### config.mk
export PLATFORM = sky130hd
export DESIGN_NAME = http_chunked_body_decoder_flat
export DESIGN_NICKNAME = d
export VERILOG_FILES = /design/src/rtl/hcbd_pkg.sv /design/src/rtl/hcbd_if.sv /design/src/rtl/hcbd_parser.sv /design/src/rtl/http_chunked_body_decoder.sv /design/src/flat_wrapper.sv
export SDC_FILE = /design/constraint.sdc
export NUM_CORES = 1
export LEC_CHECK = 0
export ABC_AREA = 1
export BUFFER_PORTS_ARGS = -buffer_cell sky130_fd_sc_hd__buf_2
export CORE_MARGIN = 2
export CORE_UTILIZATION = 23
export CTS_BUF_LIST = sky130_fd_sc_hd__clkbuf_8 sky130_fd_sc_hd__clkbuf_16
export CTS_CLUSTER_DIAMETER = 40
export DETAILED_ROUTE_END_ITERATION = 10
export PLACE_DENSITY_LB_ADDON = 0.3
export SYNTH_ARGS = -nofsm -noshare
export SYNTH_HDL_FRONTEND = slang
export SYNTH_SLANG_ARGS = --single-unit
### constraint.sdc
create_clock -name clk -period 3.08 [get_ports clk]
set_input_delay 0.154 -clock clk [delete_from_list [all_inputs] [get_ports clk]]
set_output_delay 0.154 -clock clk [all_outputs]
set_load 0.005 [all_outputs]
### src/rtl/hcbd_pkg.sv
// shared constants, result struct and hex digit decode for the chunked body decoder
// no dependencies
package hcbd_pkg;

  localparam int SIZE_BITS = 32;

  localparam logic [7:0] BYTE_CR = 8'h0D;
  localparam logic [7:0] BYTE_LF = 8'h0A;

  typedef struct packed {
    logic       emit;
    logic [7:0] data;
    logic       body_end;
    logic       size_overflow;
  } hcbd_res_t;

  typedef struct packed {
    logic       is_hex;
    logic [3:0] nibble;
  } hcbd_hex_t;

  // 0-9, a-f, A-F to a nibble
  function automatic hcbd_hex_t hex_decode(logic [7:0] b);
    hcbd_hex_t  h;
    logic [7:0] diff;
    h.is_hex = 1'b0;
    h.nibble = 4'd0;
    diff     = 8'd0;
    if (b inside {[8'h30:8'h39]}) begin
      diff     = b - 8'h30;
      h.is_hex = 1'b1;
    end else if (b inside {[8'h61:8'h66]}) begin
      diff     = b - 8'h57;
      h.is_hex = 1'b1;
    end else if (b inside {[8'h41:8'h46]}) begin
      diff     = b - 8'h37;
      h.is_hex = 1'b1;
    end
    h.nibble = diff[3:0];
    return h;
  endfunction

endpackage

### src/rtl/hcbd_if.sv
// valid/ready channel interfaces for request bytes and decoded results
// depends on nothing
interface hcbd_in_if;
  logic       valid;
  logic       ready;
  logic [7:0] in_byte;
  logic       msg_start;

  modport source (output valid, output in_byte, output msg_start, input ready);
  modport sink   (input valid, input in_byte, input msg_start, output ready);
endinterface

interface hcbd_out_if;
  logic       valid;
  logic       ready;
  logic [7:0] out_byte;
  logic       body_end;
  logic       size_overflow;

  modport source (output valid, output out_byte, output body_end, output size_overflow,
                  input ready);
  modport sink   (input valid, input out_byte, input body_end, input size_overflow,
                  output ready);
endinterface

### src/rtl/hcbd_parser.sv
// parser state and per-byte update for the chunked body decoder
// depends on hcbd_pkg
module hcbd_parser (
  input  logic               clk,
  input  logic               rst_n,
  input  logic               step,
  input  logic [7:0]         in_byte,
  input  logic               msg_start,
  output hcbd_pkg::hcbd_res_t res
);

  typedef enum logic [2:0] {
    PH_HEADER,
    PH_SIZE,
    PH_GAP_SIZE,
    PH_DATA,
    PH_GAP_DATA,
    PH_DONE,
    PH_HALT
  } phase_t;

  localparam logic [1:0] SKIP_AFTER_SIZE = 2'd1;
  localparam logic [1:0] SKIP_AFTER_DATA = 2'd2;
  localparam logic [1:0] HDR_LAST        = 2'd3;

  phase_t                         phase_r, phase_nxt;
  logic [1:0]                     crlf_r, crlf_nxt;
  logic [hcbd_pkg::SIZE_BITS-1:0] cnt_r, cnt_nxt;
  logic [1:0]                     skip_r, skip_nxt;

  phase_t                         ph_cur;
  logic [1:0]                     crlf_cur;
  logic [hcbd_pkg::SIZE_BITS-1:0] cnt_cur;
  logic [hcbd_pkg::SIZE_BITS-1:0] cnt_dec;
  logic [1:0]                     skip_cur;
  logic [1:0]                     skip_dec;
  logic [7:0]                     want;
  hcbd_pkg::hcbd_hex_t            hex;

  always_comb begin
    // msg_start restarts the parser before this byte
    ph_cur   = msg_start ? PH_HEADER : phase_r;
    crlf_cur = msg_start ? 2'd0 : crlf_r;
    cnt_cur  = msg_start ? '0 : cnt_r;
    skip_cur = msg_start ? 2'd0 : skip_r;

    hex      = hcbd_pkg::hex_decode(in_byte);
    want     = crlf_cur[0] ? hcbd_pkg::BYTE_LF : hcbd_pkg::BYTE_CR;
    cnt_dec  = (cnt_cur != '0) ? cnt_cur - 1'b1 : cnt_cur;
    skip_dec = (skip_cur != 2'd0) ? skip_cur - 2'd1 : skip_cur;

    phase_nxt = ph_cur;
    crlf_nxt  = crlf_cur;
    cnt_nxt   = cnt_cur;
    skip_nxt  = skip_cur;
    res       = '0;

    case (ph_cur)
      PH_HEADER: begin
        if (in_byte == want) begin
          if (crlf_cur == HDR_LAST) begin
            crlf_nxt  = 2'd0;
            cnt_nxt   = '0;
            phase_nxt = PH_SIZE;
          end else begin
            crlf_nxt = crlf_cur + 2'd1;
          end
        end else begin
          crlf_nxt = (in_byte == hcbd_pkg::BYTE_CR) ? 2'd1 : 2'd0;
        end
      end
      PH_SIZE: begin
        if (hex.is_hex) begin
          // top nibble already in use means the next digit will not fit
          if (cnt_cur[hcbd_pkg::SIZE_BITS-1 -: 4] != 4'd0) begin
            phase_nxt         = PH_HALT;
            res.emit          = 1'b1;
            res.size_overflow = 1'b1;
          end else begin
            cnt_nxt = {cnt_cur[hcbd_pkg::SIZE_BITS-5:0], hex.nibble};
          end
        end else if (cnt_cur == '0) begin
          phase_nxt    = PH_DONE;
          res.emit     = 1'b1;
          res.body_end = 1'b1;
        end else begin
          skip_nxt  = SKIP_AFTER_SIZE;
          phase_nxt = PH_GAP_SIZE;
        end
      end
      PH_GAP_SIZE: begin
        skip_nxt = skip_dec;
        if (skip_dec == 2'd0) begin
          phase_nxt = PH_DATA;
        end
      end
      PH_DATA: begin
        cnt_nxt  = cnt_dec;
        res.emit = 1'b1;
        res.data = in_byte;
        if (cnt_dec == '0) begin
          skip_nxt  = SKIP_AFTER_DATA;
          phase_nxt = PH_GAP_DATA;
        end
      end
      PH_GAP_DATA: begin
        skip_nxt = skip_dec;
        if (skip_dec == 2'd0) begin
          cnt_nxt   = '0;
          phase_nxt = PH_SIZE;
        end
      end
      default: begin
        // done or halted: bytes ignored until msg_start
        phase_nxt = ph_cur;
      end
    endcase

    if (!step) begin
      res.emit = 1'b0;
    end
  end

  always_ff @(posedge clk) begin
    if (!rst_n) begin
      phase_r <= PH_HEADER;
      crlf_r  <= 2'd0;
      cnt_r   <= '0;
      skip_r  <= 2'd0;
    end else if (step) begin
      phase_r <= phase_nxt;
      crlf_r  <= crlf_nxt;
      cnt_r   <= cnt_nxt;
      skip_r  <= skip_nxt;
    end
  end

endmodule

### src/rtl/http_chunked_body_decoder.sv
// top level of the chunked body decoder: input register, parser, result register
// depends on hcbd_pkg, hcbd_if (hcbd_in_if, hcbd_out_if) and hcbd_parser
//
// The decoder takes one request byte per cycle and passes on only the bytes of
// the chunked body. Header bytes are dropped until CR LF CR LF; then a hex
// chunk size is read, the terminating byte and the one after it are dropped,
// the data bytes are forwarded, two bytes after the data are dropped and the
// next size follows. A zero size gives one request with body_end set; a size
// that does not fit in the 32-bit counter gives one request with size_overflow
// set and the parser halts. Either way later bytes are ignored until a byte
// arrives with msg_start set, which restarts header matching on that byte.
// Throughput is one byte per cycle while results are taken, set by the single
// state update per byte in the parser; a byte is held in the input register,
// then its result in the result register. A waiting result holds the byte
// in the input register; one more byte can still enter while that register
// is empty, after which the input stalls until the result is taken.
module http_chunked_body_decoder (
  input  logic              clk,
  input  logic              rst_n,
  hcbd_in_if.sink           in_ch,
  hcbd_out_if.source        out_ch
);

  // input register
  logic       s1_valid_r;
  logic [7:0] s1_byte_r;
  logic       s1_start_r;

  // result register
  logic       out_valid_r;
  logic [7:0] out_byte_r;
  logic       out_end_r;
  logic       out_ovf_r;

  logic                out_free;
  logic                s1_adv;
  logic                in_take;
  hcbd_pkg::hcbd_res_t res;

  // result slot can be loaded when empty or being drained this cycle
  assign out_free = !out_valid_r || out_ch.ready;
  // the held byte moves on when the result slot can take whatever it makes
  assign s1_adv   = s1_valid_r && out_free;
  assign in_take  = in_ch.valid && in_ch.ready;

  assign in_ch.ready = !s1_valid_r || out_free;

  hcbd_parser u_parser (
    .clk       (clk),
    .rst_n     (rst_n),
    .step      (s1_adv),
    .in_byte   (s1_byte_r),
    .msg_start (s1_start_r),
    .res       (res)
  );

  always_ff @(posedge clk) begin
    if (!rst_n) begin
      s1_valid_r <= 1'b0;
    end else if (in_ch.ready) begin
      s1_valid_r <= in_ch.valid;
    end
  end

  always_ff @(posedge clk) begin
    if (in_take) begin
      s1_byte_r  <= in_ch.in_byte;
      s1_start_r <= in_ch.msg_start;
    end
  end

  always_ff @(posedge clk) begin
    if (!rst_n) begin
      out_valid_r <= 1'b0;
    end else if (out_free) begin
      out_valid_r <= res.emit;
    end
  end

  // payload only loads when a result is made, so a waiting one holds
  always_ff @(posedge clk) begin
    if (res.emit) begin
      out_byte_r <= res.data;
      out_end_r  <= res.body_end;
      out_ovf_r  <= res.size_overflow;
    end
  end

  assign out_ch.valid         = out_valid_r;
  assign out_ch.out_byte      = out_byte_r;
  assign out_ch.body_end      = out_end_r;
  assign out_ch.size_overflow = out_ovf_r;

  // end and overflow never come together
  a_end_ovf_excl: assert property (@(posedge clk) disable iff (!rst_n)
    out_valid_r |-> !(out_end_r && out_ovf_r))
    else $error("body_end and size_overflow set together");

  // marker requests carry a zero byte
  a_marker_zero: assert property (@(posedge clk) disable iff (!rst_n)
    (out_valid_r && (out_end_r || out_ovf_r)) |-> (out_byte_r == 8'd0))
    else $error("end or overflow request with nonzero byte");

  // a held byte that cannot move on stays held
  a_s1_hold: assert property (@(posedge clk) disable iff (!rst_n)
    (s1_valid_r && !out_free) |=> (s1_valid_r && $stable(s1_byte_r)))
    else $error("input register lost a byte while stalled");

  // a result is only made when its slot is free
  a_emit_free: assert property (@(posedge clk) disable iff (!rst_n)
    res.emit |-> out_free)
    else $error("result made while output slot is full");

endmodule
### src/flat_wrapper.sv
// flat-port wrapper written by rule: the top's interface ports become plain ports
module http_chunked_body_decoder_flat 
  (clk, rst_n, in_ch_valid, in_ch_in_byte, in_ch_msg_start, in_ch_ready, out_ch_valid, out_ch_out_byte, out_ch_body_end, out_ch_size_overflow, out_ch_ready);
  hcbd_in_if in_ch_i ();
  hcbd_out_if out_ch_i ();
  input  logic clk;
  input  logic rst_n;
  input wire logic [$bits(in_ch_i.valid)-1:0] in_ch_valid;
  input wire logic [$bits(in_ch_i.in_byte)-1:0] in_ch_in_byte;
  input wire logic [$bits(in_ch_i.msg_start)-1:0] in_ch_msg_start;
  output wire logic [$bits(in_ch_i.ready)-1:0] in_ch_ready;
  output wire logic [$bits(out_ch_i.valid)-1:0] out_ch_valid;
  output wire logic [$bits(out_ch_i.out_byte)-1:0] out_ch_out_byte;
  output wire logic [$bits(out_ch_i.body_end)-1:0] out_ch_body_end;
  output wire logic [$bits(out_ch_i.size_overflow)-1:0] out_ch_size_overflow;
  input wire logic [$bits(out_ch_i.ready)-1:0] out_ch_ready;
  assign in_ch_i.valid = in_ch_valid;
  assign in_ch_i.in_byte = in_ch_in_byte;
  assign in_ch_i.msg_start = in_ch_msg_start;
  assign in_ch_ready = in_ch_i.ready;
  assign out_ch_valid = out_ch_i.valid;
  assign out_ch_out_byte = out_ch_i.out_byte;
  assign out_ch_body_end = out_ch_i.body_end;
  assign out_ch_size_overflow = out_ch_i.size_overflow;
  assign out_ch_i.ready = out_ch_ready;
  http_chunked_body_decoder u_core (.clk(clk), .rst_n(rst_n), .in_ch(in_ch_i), .out_ch(out_ch_i));
endmodule
==> summary.txt, run 1 <==
status - finished clean
final instance area - 0.00637 mm²
endpoints failing setup - 0
vias after detailed routing - 6113
syn_nets - 914
critical path peak fanout - 22
# Max-Cap Violations - 0
Distinct cells, synth - 43
RSZ-0062 raised after global routing - false
Top-Level Pins - 25
DRT Wirelength - 19.6 mm
Post-Synth Simple-Gate Area - 0.398
total grt overflow - 0
Clock Path Buffers - 2
postcts setup bufs - 0
post-route insts no fill - 1254
pwr/cell area - 419 mW/mm²
Yosys reg bits - 60
worst r2r path cells - 20
clk_skew - 10.6 ps
Tmin final - 2840 ps
Starting Density - 0.236
Total Power - 0.00267 W
sequential area share after synthesis - 0.259
largest family of logic cells by synthesized area - simple AND/OR/NAND/NOR gates
CTS clk-pin slew, worst paths - 60 ps
vias in the first global route - 5720
Req. time, crit path - 3300 ps
Final Hold Viols - 0
largest net degree at the start of global routing - 53
Fillers - 2578
Post-Syn Area - 0.00538 mm²
detailed-route DRC error count - 0
Critical R2R Capture - u_core.u_parser.phase_r[0]
CTS tree - built
YS warnings - 0
synthesized area per cell - 6.00 µm²
Slew Limit Fails - 0
CP Launch Type - flip-flop
DP Wirelength - 14.4 mm
antenna violations before repair - 0
Buffers on Ports - 24
die height - 157 µm
total CTS buffers - 9
adder-cell share of the synthesized area - 0.0116
CP Capture Point - u_core.u_parser.phase_r[0]
setup_tns - 0 ps
Post-Synth XOR/XNOR Area - 0.00977
critical path capture point type - flip-flop
diode count - 0
vias per inst - 4.87
DR iter-0 viols - 523
Finished Core Util - 0.280
Post-layout nets - 954
Post-Place Cell Area - 0.00597 mm²
wire length per cell - 15.6 µm
Final period util - 0.923
GRT Total Usage - 0.164
critical path class - flip-flop to flip-flop
GPL Wtd Cong - 0.935
Clock Latency Late Sink - 360 ps
Compound-Gate Fraction of Synth Area - 0.224
Mapped Cells - 896
critical path arrival - 3070 ps
H-tree levels - 3
Core Rows - 55
Fmax - 352 MHz
mux share of post-synthesis cell area - 0.00186
R2R setup slack - 240 ps
FF-to-FF Start - u_core.s1_start_r
Antenna Nets Post-Route - 0
first-pass GRT wire length - 31.1 mm
crit path launch - u_core.s1_start_r
area growth from synthesis to layout - 18.5%
Core Area - 0.0228 mm²
Slew headroom - 0.604
layout cells sized above 1 - 0.132
DIE WIDTH - 157 µm
Root Driver - clkbuf_16
Peak supply drop - 0.192 mV
Worst-Margin Slew - 594 ps
die area - 0.0246 mm²
worst min path class - input port to flip-flop
Leak - 3.22 nW
clk sinks - 60
first-pass iteration count of the detailed router - 7
DP Cell Count - 1229
[final cells by class]
class / count / area, µm² / share of cell area
Multi-Input combinational cell: 716 / 3480 / 0.546
Sequential cell: 60 / 1390 / 0.218
Timing Repair Buffer: 62 / 482 / 0.0756
Tap cell: 313 / 392 / 0.0615
Inverter: 87 / 327 / 0.0513
Clock buffer: 9 / 225 / 0.0354
Clock inverter: 7 / 76.3 / 0.0120
[Yosys cell counts, drive strengths merged]
| library cell | n | area, µm² |
|---|---|---|
| o22ai | 4 | 25.0 |
| nor2 | 116 | 487 |
| a41oi | 2 | 17.5 |
| a21oi | 90 | 450 |
| nor3 | 6 | 30.0 |
| inv | 84 | 315 |
| o21bai | 2 | 15.0 |
| nand3b | 2 | 15.0 |
| clkinv | 3 | 11.3 |
| a2111oi | 1 | 8.76 |
| a21boi | 1 | 7.51 |
| xor2 | 5 | 43.8 |
| clkbuf | 20 | 75.1 |
| o221ai | 4 | 35.0 |
| a221oi | 1 | 8.76 |
| a22oi | 2 | 15.0 |
| nand2 | 313 | 1340 |
| dfxtp | 41 | 821 |
| xnor2 | 1 | 8.76 |
| buf | 13 | 114 |
| ha | 5 | 62.6 |
| o211ai | 12 | 90.1 |
| nand3 | 43 | 215 |
| mux2i | 1 | 10.0 |
| nand4 | 9 | 56.3 |
| o31ai | 10 | 75.1 |
| o2111ai | 3 | 26.3 |
| o21ai | 81 | 417 |
| a31oi | 2 | 12.5 |
| edfxtp | 19 | 571 |
[layer usage]
layer / routed length, µm / share of wire / track usage
met5: 0 / 0 / 0
met4: 565 / 0.029 / 0.0786
met3: 943 / 0.048 / 0.0218
met2: 9020 / 0.46 / 0.269
met1: 9030 / 0.46 / 0.213
[worst min path at each step]
stage                                 from                        to  slack (ps)  cells past startpoint
final                          in_ch_valid         u_core.s1_valid_r          80                      3
after global routing           in_ch_valid         u_core.s1_valid_r         100                      3
after CTS                      in_ch_valid         u_core.s1_valid_r          70                      3
after global placement    in_ch_in_byte[7]       u_core.s1_byte_r[7]         330                      1
after floorplan                      rst_n  u_core.u_parser.cnt_r[0]         250                      2
after detailed placement  in_ch_in_byte[7]       u_core.s1_byte_r[7]         330                      1
[cell families after synthesis]
kind of cell               after synthesis
AOI/OAI and AO/OA                      215
muxes                                    1
xor gates and xnor gates                 6
adders and majority gates                5
and+or+nand+nor                        489
buffers and inverters                  120
DFF                                     60
[per-stage QoR]
stage / worst slack, ps / hold WS (ps)
final: 237 / 76.1
after global placement: 273 / 332
after floorplan: 381 / 252
after CTS: 220 / 70.7
after global routing: 14.4 / 104
after detailed placement: 247 / 333
[worst max-delay path: stages (launching register included)]
cell and delay (ps):
edfxtp_1 360, inv_2 80, buf_12 170, buf_12 170, nand2_1 160, nand2_1 70
nor2_1 180, nand2_2 100, nor2_4 120, nand2_2 70, buf_4 200, nand2_1 100
nand2_1 70, inv_1 60, nand2_1 70, nor2_1 280, nand3_1 140, nand2_1 110
nand2_1 60, nand2_1 70, a21oi_1 60
[layout by cell type, fill, tap and decap left out, types with 3 or more instances in the layout]
| master | netlist | final |
|---|---|---|
| nand2_4 | 11 | 11 |
| o221ai_1 | 4 | 4 |
| nand3_1 | 43 | 43 |
| buf_12 | 0 | 4 |
| buf_2 | 4 | 24 |
| nor2_2 | 5 | 5 |
| o31ai_1 | 10 | 10 |
| xor2_1 | 5 | 5 |
| inv_2 | 9 | 9 |
| nand2_1 | 281 | 280 |
| dlygate4sd3_1 | 0 | 9 |
| a21oi_1 | 90 | 90 |
| o21ai_0 | 61 | 61 |
| dfxtp_1 | 41 | 41 |
| nor2_4 | 3 | 3 |
| inv_1 | 75 | 75 |
| clkbuf_16 | 0 | 9 |
| ha_1 | 5 | 5 |
| nor3_1 | 6 | 6 |
| nand4_1 | 9 | 9 |
| edfxtp_1 | 19 | 19 |
| o2111ai_1 | 3 | 3 |
| clkinv_1 | 3 | 3 |
| o211ai_1 | 12 | 12 |
| nand2_2 | 19 | 20 |
| o22ai_1 | 4 | 4 |
| buf_4 | 1 | 24 |
| o21ai_2 | 3 | 4 |
| o21ai_1 | 17 | 16 |
| nor2_1 | 107 | 107 |
[power breakdown]
| group | internal, W | switching [W] | total [W] |
|---|---|---|---|
| clock network | 0.000630 | 0.000438 | 0.00107 |
| logic | 0.000237 | 0.000500 | 0.000736 |
| registers | 0.000838 | 0.0000270 | 0.000865 |
| total | 0.00170 | 0.000965 | 0.00267 |
[sequential cells by signal, indices dropped and copies added (netlist names)]
register / flops
u_core.u_parser.cnt_r: 32
u_core.s1_valid_r: 1
u_core.u_parser.crlf_r: 2
u_core.out_ch.body_end: 1
u_core.u_parser.phase_r: 3
u_core.out_ch.size_overflow: 1
u_core.s1_start_r: 1
u_core.out_ch.out_byte: 8
u_core.u_parser.skip_r: 2
u_core.out_ch.valid: 1
u_core.s1_byte_r: 8
[repair_timing]
action	in CTS	in global routing
endpoints found under the setup margin	0	2
hold endpoints to repair	9	0
gates resized for setup	0	1
hold buffers	9	0
(Power assumes the default switching activity.)
==> run 2: changes to the inputs <==
- ABC_AREA: 1 -> default
==> run 2 against run 1 <==
Effect of this change:
- the flow now finishes with violations (setup timing)
- routed wire length fell by 7.7%
- clock power about the same
- sequential cell count did not move
- largest cell class unchanged
- largest power group unchanged
==> summary.txt, run 2 <==
cell with the most instances after synthesis - nor2_1
commonest cells after routing, fill and taps aside - 145 x buf_4, 79 x nor2_1, 48 x nand2_1
CTS clk-pin slew, worst paths - 50 ps (about the same)
max reg flops - 32 (unchanged)
Pint - 0.00180 W (+5.5%)
Final period util - 1.06 (+0.135)
Sequential Power Share - 0.337 (+0.013)
critical path capture point type - flip-flop
CTS tree - built
DR iter-0 viols - 406 (-22%)
main area contributors after synthesis - dfxtp_1 18%, edfxtp_1 13%, nor2_1 6.9%
# Max-Cap Violations - 0 (unchanged)
Starting Density - 0.234 (-0.00183)
sw power - 0.000717 W (-26%)
endpoints failing setup - 3 (+3)
Req. time, crit path - 3350 ps (+50 ps)
antenna violations before repair - 0 (unchanged)
async set or reset register ratio after synthesis - 0 (unchanged)
met1 GRT Util - 0.236 (+0.0231)
Post-Place Cell Area - 0.00589 mm² (-1.4%)
clk sinks - 60 (unchanged)
Clock Path Buffers - 2 (unchanged)
Final Hold Viols - 0 (unchanged)
worst min path class - input port to flip-flop
Leak - 2.60 nW (-19%)
setup ws final - -177 ps (-414 ps)
CP cell instances - clkinv_2 > nand2_4 > ha_4 > or4b_4 > o41ai_4 > buf_4 > a21oi_2 > o21a_1 > nor4b_4 > nand4_1 > or3_4 > a31oi_1
Tmin final - 3260 ps (+414 ps)
Clk pwr share - 0.435 (+0.035)
Distinct cells, synth - 73 (+70%)
commonest non-fill, non-tap cell in the layout - buf_4
YS warnings - 0 (unchanged)
M3 GR Usage - 0.0355 (+0.0138)
Comb power frac - 0.228 (-0.048)
critical path arrival - 3530 ps (+460 ps)
status - complete, but fails checks
CP Launch Type - flip-flop
Critical Path Slowest Stage Cell - or4b_4
total grt overflow - 0 (unchanged)
WHS Endpoint - u_core.s1_valid_r
FF-to-FF Start - u_core.s1_start_r
met2 Track Usage GR - 0.282 (+0.0130)
Primary FF master, synth - dfxtp_1
Crit path max-delay family - simple AND/OR/NAND/NOR gates
vias per inst - 5.19 (+6.4%)
first-pass iteration count of the detailed router - 4 (-3)
syn_nets - 627 (-31%)
HP Start - in_ch_valid
Top-Level Pins - 25 (unchanged)
DRT Wirelength - 18.1 mm (-7.7%)
H-tree levels - 3 (unchanged)
layout cells sized above 1 - 0.319 (+0.187)
gr busiest metal - met2
Worst-Margin Slew - 615 ps (+20.3 ps)
EDFF count, synth - 19 (unchanged)
switching share of power - 0.285 (-0.0763)
Yosys top cell area share - 0.180 (-0.0161)
R2R setup slack - -180 ps (-410 ps)
DIE WIDTH - 145 µm (-7.7%)
vias after detailed routing - 5279 (-14%)
WHS Path Cells - 3 (unchanged)
vias in the first global route - 5070 (-11%)
Post-layout nets - 766 (-20%)
Yosys reg bits - 60 (unchanged)
Root Driver - clkbuf_16
die height - 145 µm (-7.7%)
post-route insts no fill - 1018 (-19%)
area growth from synthesis to layout - 44.0%
Synth area leader - dfxtp_1
GRT Total Usage - 0.176 (+0.0124)
RSZ-0062 raised after global routing - true
Core Rows - 51 (-7.3%)
Worst Path Buf+Inv - 2 (-3)
DP Cell Count - 983 (-20%)
wire length per cell - 17.7 µm (+14%)
Post-Syn Area - 0.00456 mm² (-15%)
clk_skew - 7.06 ps (-3.55 ps)
Slew headroom - 0.586 (-0.0178)
Fmax - 307 MHz (-13%)
diode count - 0 (unchanged)
sequential area share after synthesis - 0.305 (+0.0465)
Core Area - 0.0195 mm² (-15%)
largest reg by FF count - u_core.u_parser.cnt_r
Mapped Cells - 609 (-32%)
DP Wirelength - 13.0 mm (-9.8%)
final instance area - 0.00656 mm² (+3.1%)
synthesized area per cell - 7.48 µm² (+25%)
pwr/cell area - 383 mW/mm² (-8.5%)
Antenna Nets Post-Route - 0 (unchanged)
detailed-route DRC error count - 0 (unchanged)
largest net degree at the start of global routing - 35 (-34%)
total CTS buffers - 9 (unchanged)
Peak supply drop - 0.235 mV (+22%)
critical path peak fanout - 7 (-68%)
Slew Limit Fails - 0 (unchanged)
die area - 0.0210 mm² (-15%)
Clock Latency Late Sink - 350 ps (about the same)
critical path class - flip-flop to flip-flop
most frequent cells after synthesis - 84 x nor2_1, 50 x a21oi_1, 49 x nand2_1
worst r2r path cells - 12 (-40%)
Buffers on Ports - 24 (unchanged)
first-pass GRT wire length - 28.3 mm (-9.1%)
Critical R2R Capture - u_core.u_parser.phase_r[2]
GPL Wtd Cong - 0.988 (+5.7%)
Crit path largest cell delay - 550 ps (+190 ps)
failing checks - setup timing
-- run 2: final cells by class --
class / instances / area [µm²]
fill: 2040 / 12900
multi-input combinational: 480 / 3120
sequential: 60 / 1390
timing repair buffer: 182 / 1350
tap: 265 / 332
clock buffer: 9 / 225
clock inverter: 7 / 91.3
inverter: 15 / 57.6
-- run 2: layer usage --
metal	vias up	wire, µm
met5	-	0
met3	32	1100
li1	2559	-
met1	2494	8460
met2	194	8160
met4	0	345
-- run 2: tightest hold or removal path, cell delays in order --
cell     delay [ps]
buf_2           100
inv_1            40
a21oi_1          50
-- run 2: metrics by stage --
stage	util	hold WS [ps]	setup slack (ps)	total power, W	TNS [ps]
after floorplan	-	253	-17.3	0.00113	-17.3
after global placement	0.303	331	-200	0.00137	-2480
after detailed placement	0.303	332	-195	0.00137	-2530
after CTS	0.329	50.2	-86.0	0.00251	-246
after global routing	0.337	66.1	-321	0.00262	-1150
final	0.337	54.5	-177	0.00252	-335
-- run 2: cells by family (layout without fill, tap and decap cells) --
family,count (synthesis),after routing,synth area share
flops,60,60,0.305
fa+ha+maj,5,5,0.0137
xor+xnor,14,14,0.0269
mux,6,6,0.0135
buf+inv,69,213,0.0607
simple gates,267,267,0.306
compound gates,188,188,0.275
-- run 2: timing repair --
item / 4_1_cts / 5_1_grt
hold endpoints to repair: 9 / 0
hold buffers: 9 / 0
setup endpoints to repair: 16 / 34
buffers inserted: 7 / 7
gates resized for setup: 16 / 32
pin swaps: 4 / 23
-- run 2: worst max path at each step --
stage,start,to,slack (ps),cells past startpoint
after floorplan,u_core.s1_start_r,u_core.u_parser.phase_r[2],-20,13
after global placement,u_core.s1_start_r,u_core.u_parser.phase_r[2],-200,12
after detailed placement,u_core.s1_start_r,u_core.u_parser.phase_r[2],-190,12
after CTS,u_core.s1_start_r,u_core.u_parser.phase_r[2],-90,13
after global routing,u_core.s1_start_r,u_core.u_parser.phase_r[2],-320,12
final,u_core.s1_start_r,u_core.u_parser.phase_r[2],-180,12
-- run 2: power groups by stage --
stage | clock network (W) | registers (W) | logic (W)
2_1_floorplan | 0 | 0.000859 | 0.000275
3_3_place_gp | 0 | 0.000863 | 0.000508
3_5_place_dp | 0 | 0.000863 | 0.000505
4_1_cts | 0.00112 | 0.000847 | 0.000539
5_1_grt | 0.00116 | 0.000849 | 0.000613
6_report | 0.00110 | 0.000847 | 0.000573
==> run 3: changes to the inputs <==
- REMOVE_ABC_BUFFERS: default -> 1
==> run 3 against run 2 <==
Effect of this change:
- the flow still finishes with violations (setup timing)
- die area is the same
- core utilization decreased by 0.88 points
- final area down 2.6%
- first-iteration DRC count increased by 55%
- routed wire length increased by 2.7%
- clock power barely moved
- critical endpoint unchanged
- combinational power down 2%
- total power shrank 0.21%
- global-route usage is 0.17 points higher
- clock skew grew 4.6 ps
- critical path depth fell by 2
==> summary.txt, run 3 (synthesis gave the netlist of run 2 again) <==
critical path capture point type - flip-flop
Slew Limit Fails - 0 (unchanged)
total CTS buffers - 9 (unchanged)
detailed-route DRC error count - 0 (unchanged)
Finished Core Util - 0.328 (-0.00881)
FF-to-FF Start - u_core.u_parser.cnt_r[12]
clk sinks - 60 (unchanged)
RSZ-0062 raised after global routing - true
vias after detailed routing - 5306 (+0.51%)
Req. time, crit path - 3360 ps (about the same)
pwr/cell area - 393 mW/mm² (+2.5%)
vias in the first global route - 5029 (-0.81%)
CTS clk-pin slew, worst paths - 70 ps (+20 ps)
Slew headroom - 0.525 (-0.0607)
Final period util - 1.01 (-0.0440)
GPL Wtd Cong - 1.03 (+4.5%)
Critical Path Slowest Stage Cell - or4_4
Root Driver - clkbuf_16
H-tree levels - 3 (unchanged)
setup_tns - -102 ps (+233 ps)
Core Rows - 51 (unchanged)
Post-Place Cell Area - 0.00576 mm² (-2.2%)
endpoints failing setup - 3 (unchanged)
Antenna Nets Post-Route - 0 (unchanged)
crit path launch - u_core.u_parser.cnt_r[12]
final instance area - 0.00639 mm² (-2.6%)
Clk pwr share - 0.441 (+0.006)
largest net degree at the start of global routing - 37 (+5.7%)
Final Hold Viols - 0 (unchanged)
Clock Latency Late Sink - 340 ps (about the same)
total grt overflow - 0 (unchanged)
setup ws final - -41.6 ps (+136 ps)
commonest non-fill, non-tap cell in the layout - buf_4
CP Capture Point - u_core.u_parser.phase_r[2]
clk_skew - 11.7 ps (+4.65 ps)
antenna violations before repair - 0 (unchanged)
area growth from synthesis to layout - 40.2%
vias per inst - 5.33 (+2.7%)
wire length per cell - 18.6 µm (+5.0%)
Buffers on Ports - 24 (unchanged)
Post-layout nets - 744 (-2.9%)
Critical Path Most Common Cell - or3_4
diode count - 0 (unchanged)
FF+latch area - 0.00139 mm² (unchanged)
worst r2r path cells - 10 (-2)
critical path class - flip-flop to flip-flop
Worst-Margin Slew - 711 ps (+96.8 ps)
Fillers - 2000 (-2.0%)
area of the multi-input gates - 0.00313 mm² (+0.20%)
Core Area - 0.0195 mm² (unchanged)
critical path arrival - 3400 ps (-130 ps)
Clock Path Buffers - 2 (unchanged)
GRT Total Usage - 0.178 (+0.00170)
Leak - 2.48 nW (-4.5%)
Fmax - 320 MHz (+4.3%)
first-pass iteration count of the detailed router - 6 (+2)
Comb power frac - 0.223 (-0.005)
layout cells sized above 1 - 0.302 (-0.0164)
DP Wirelength - 13.3 mm (+2.3%)
die height - 145 µm (unchanged)
CTS tree - built
CP Launch Type - flip-flop
max reg flops - 32 (unchanged)
failing checks - setup timing
status - complete, but fails checks
Crit path largest cell delay - 580 ps (+30 ps)
Starting Density - 0.234 (unchanged)
critical path peak fanout - 4 (-3)
WHS Path Cells - 1 (-2)
commonest cells after routing, fill and taps aside - 126 x buf_4, 80 x nor2_1, 48 x a21oi_1
first-pass GRT wire length - 28.5 mm (+0.71%)
worst min path class - input port to flip-flop
Tmin final - 3120 ps (-136 ps)
Fin Hold WS - 3.41 ps (-51.1 ps)
Sequential Power Share - 0.337 (about the same)
switching share of power - 0.292 (+0.00676)
largest reg by FF count - u_core.u_parser.cnt_r
DIE WIDTH - 145 µm (unchanged)
# Max-Cap Violations - 0 (unchanged)
CP cell instances - or4_4 > or3_4 > o21ai_0 > nand2_1 > buf_4 > a211oi_2 > and4b_1 > nand3_2 > or3_4 > a31oi_1
DR iter-0 viols - 631 (+55%)
DRT Wirelength - 18.5 mm (+2.7%)
Peak supply drop - 0.262 mV (+11%)
Critical R2R Capture - u_core.u_parser.phase_r[2]
die area - 0.0210 mm² (unchanged)
R2R setup slack - -40 ps (+140 ps)
sw power - 0.000733 W (+2.2%)
Pint - 0.00178 W (-1.2%)
Top-Level Pins - 25 (unchanged)
[run 3: how the worst min path moves through the flow]
| stage | startpoint | to | slack (ps) |
|---|---|---|---|
| 2_1_floorplan | in_ch_in_byte[0] | u_core.s1_byte_r[0] | 250 |
| 3_3_place_gp | in_ch_in_byte[6] | u_core.s1_byte_r[6] | 330 |
| 3_5_place_dp | in_ch_in_byte[3] | u_core.s1_byte_r[3] | 340 |
| 4_1_cts | in_ch_in_byte[2] | u_core.s1_byte_r[2] | 0.4 |
| 5_1_grt | in_ch_in_byte[2] | u_core.s1_byte_r[2] | 1 |
| 6_report | in_ch_in_byte[2] | u_core.s1_byte_r[2] | 3 |
[run 3: per-stage QoR]
step	total power (W)	setup WS (ps)	std cells
2_1_floorplan	0.00111	-1780	555
3_3_place_gp	0.00137	-328	971
3_5_place_dp	0.00136	-312	971
4_1_cts	0.00249	-1.79	996
5_1_grt	0.00259	-160	996
6_report	0.00251	-41.6	996
[run 3: power groups by stage]
| stage | combinational (W) | sequential [W] | clock [W] |
|---|---|---|---|
| after global routing | 0.000595 | 0.000848 | 0.00115 |
| after floorplan | 0.000236 | 0.000876 | 0 |
| after CTS | 0.000526 | 0.000845 | 0.00112 |
| final | 0.000559 | 0.000846 | 0.00111 |
| after detailed placement | 0.000499 | 0.000862 | 0 |
| after global placement | 0.000506 | 0.000862 | 0 |
[run 3: final cells by class]
class,instances,share of cell area
Timing Repair Buffer,160,0.184
Multi-Input combinational cell,480,0.489
Sequential cell,60,0.218
Clock inverter,7,0.0133
Tap cell,265,0.0519
Clock buffer,9,0.0352
Inverter,15,0.00881
[run 3: metal layers]
layer / vias to the layer above / share of wire / global-route usage
met5: - / 0 / 0
met4: 0 / 0.040 / 0.0925
met3: 53 / 0.064 / 0.0290
met2: 256 / 0.46 / 0.279
met1: 2491 / 0.44 / 0.235
li1: 2506 / - / -
[run 3: what timing repair did]
| item | in CTS | in global routing |
|---|---|---|
| setup endpoints to repair | 17 | 39 |
| pin swaps | 3 | 12 |
| setup buffers | 1 | 0 |
| endpoints found under the hold margin | 8 | 0 |
| gates resized for setup | 18 | 34 |
| hold buffers | 8 | 0 |
[run 3: worst max-delay path: cells and delay by family, from the launching register on]
kind                   cells  cell delay [ps]
flip-flops                 1              350
AND/OR/NAND/NOR            6             1910
AO/OA/AOI/OAI              3              610
buffers and inverters      1              180
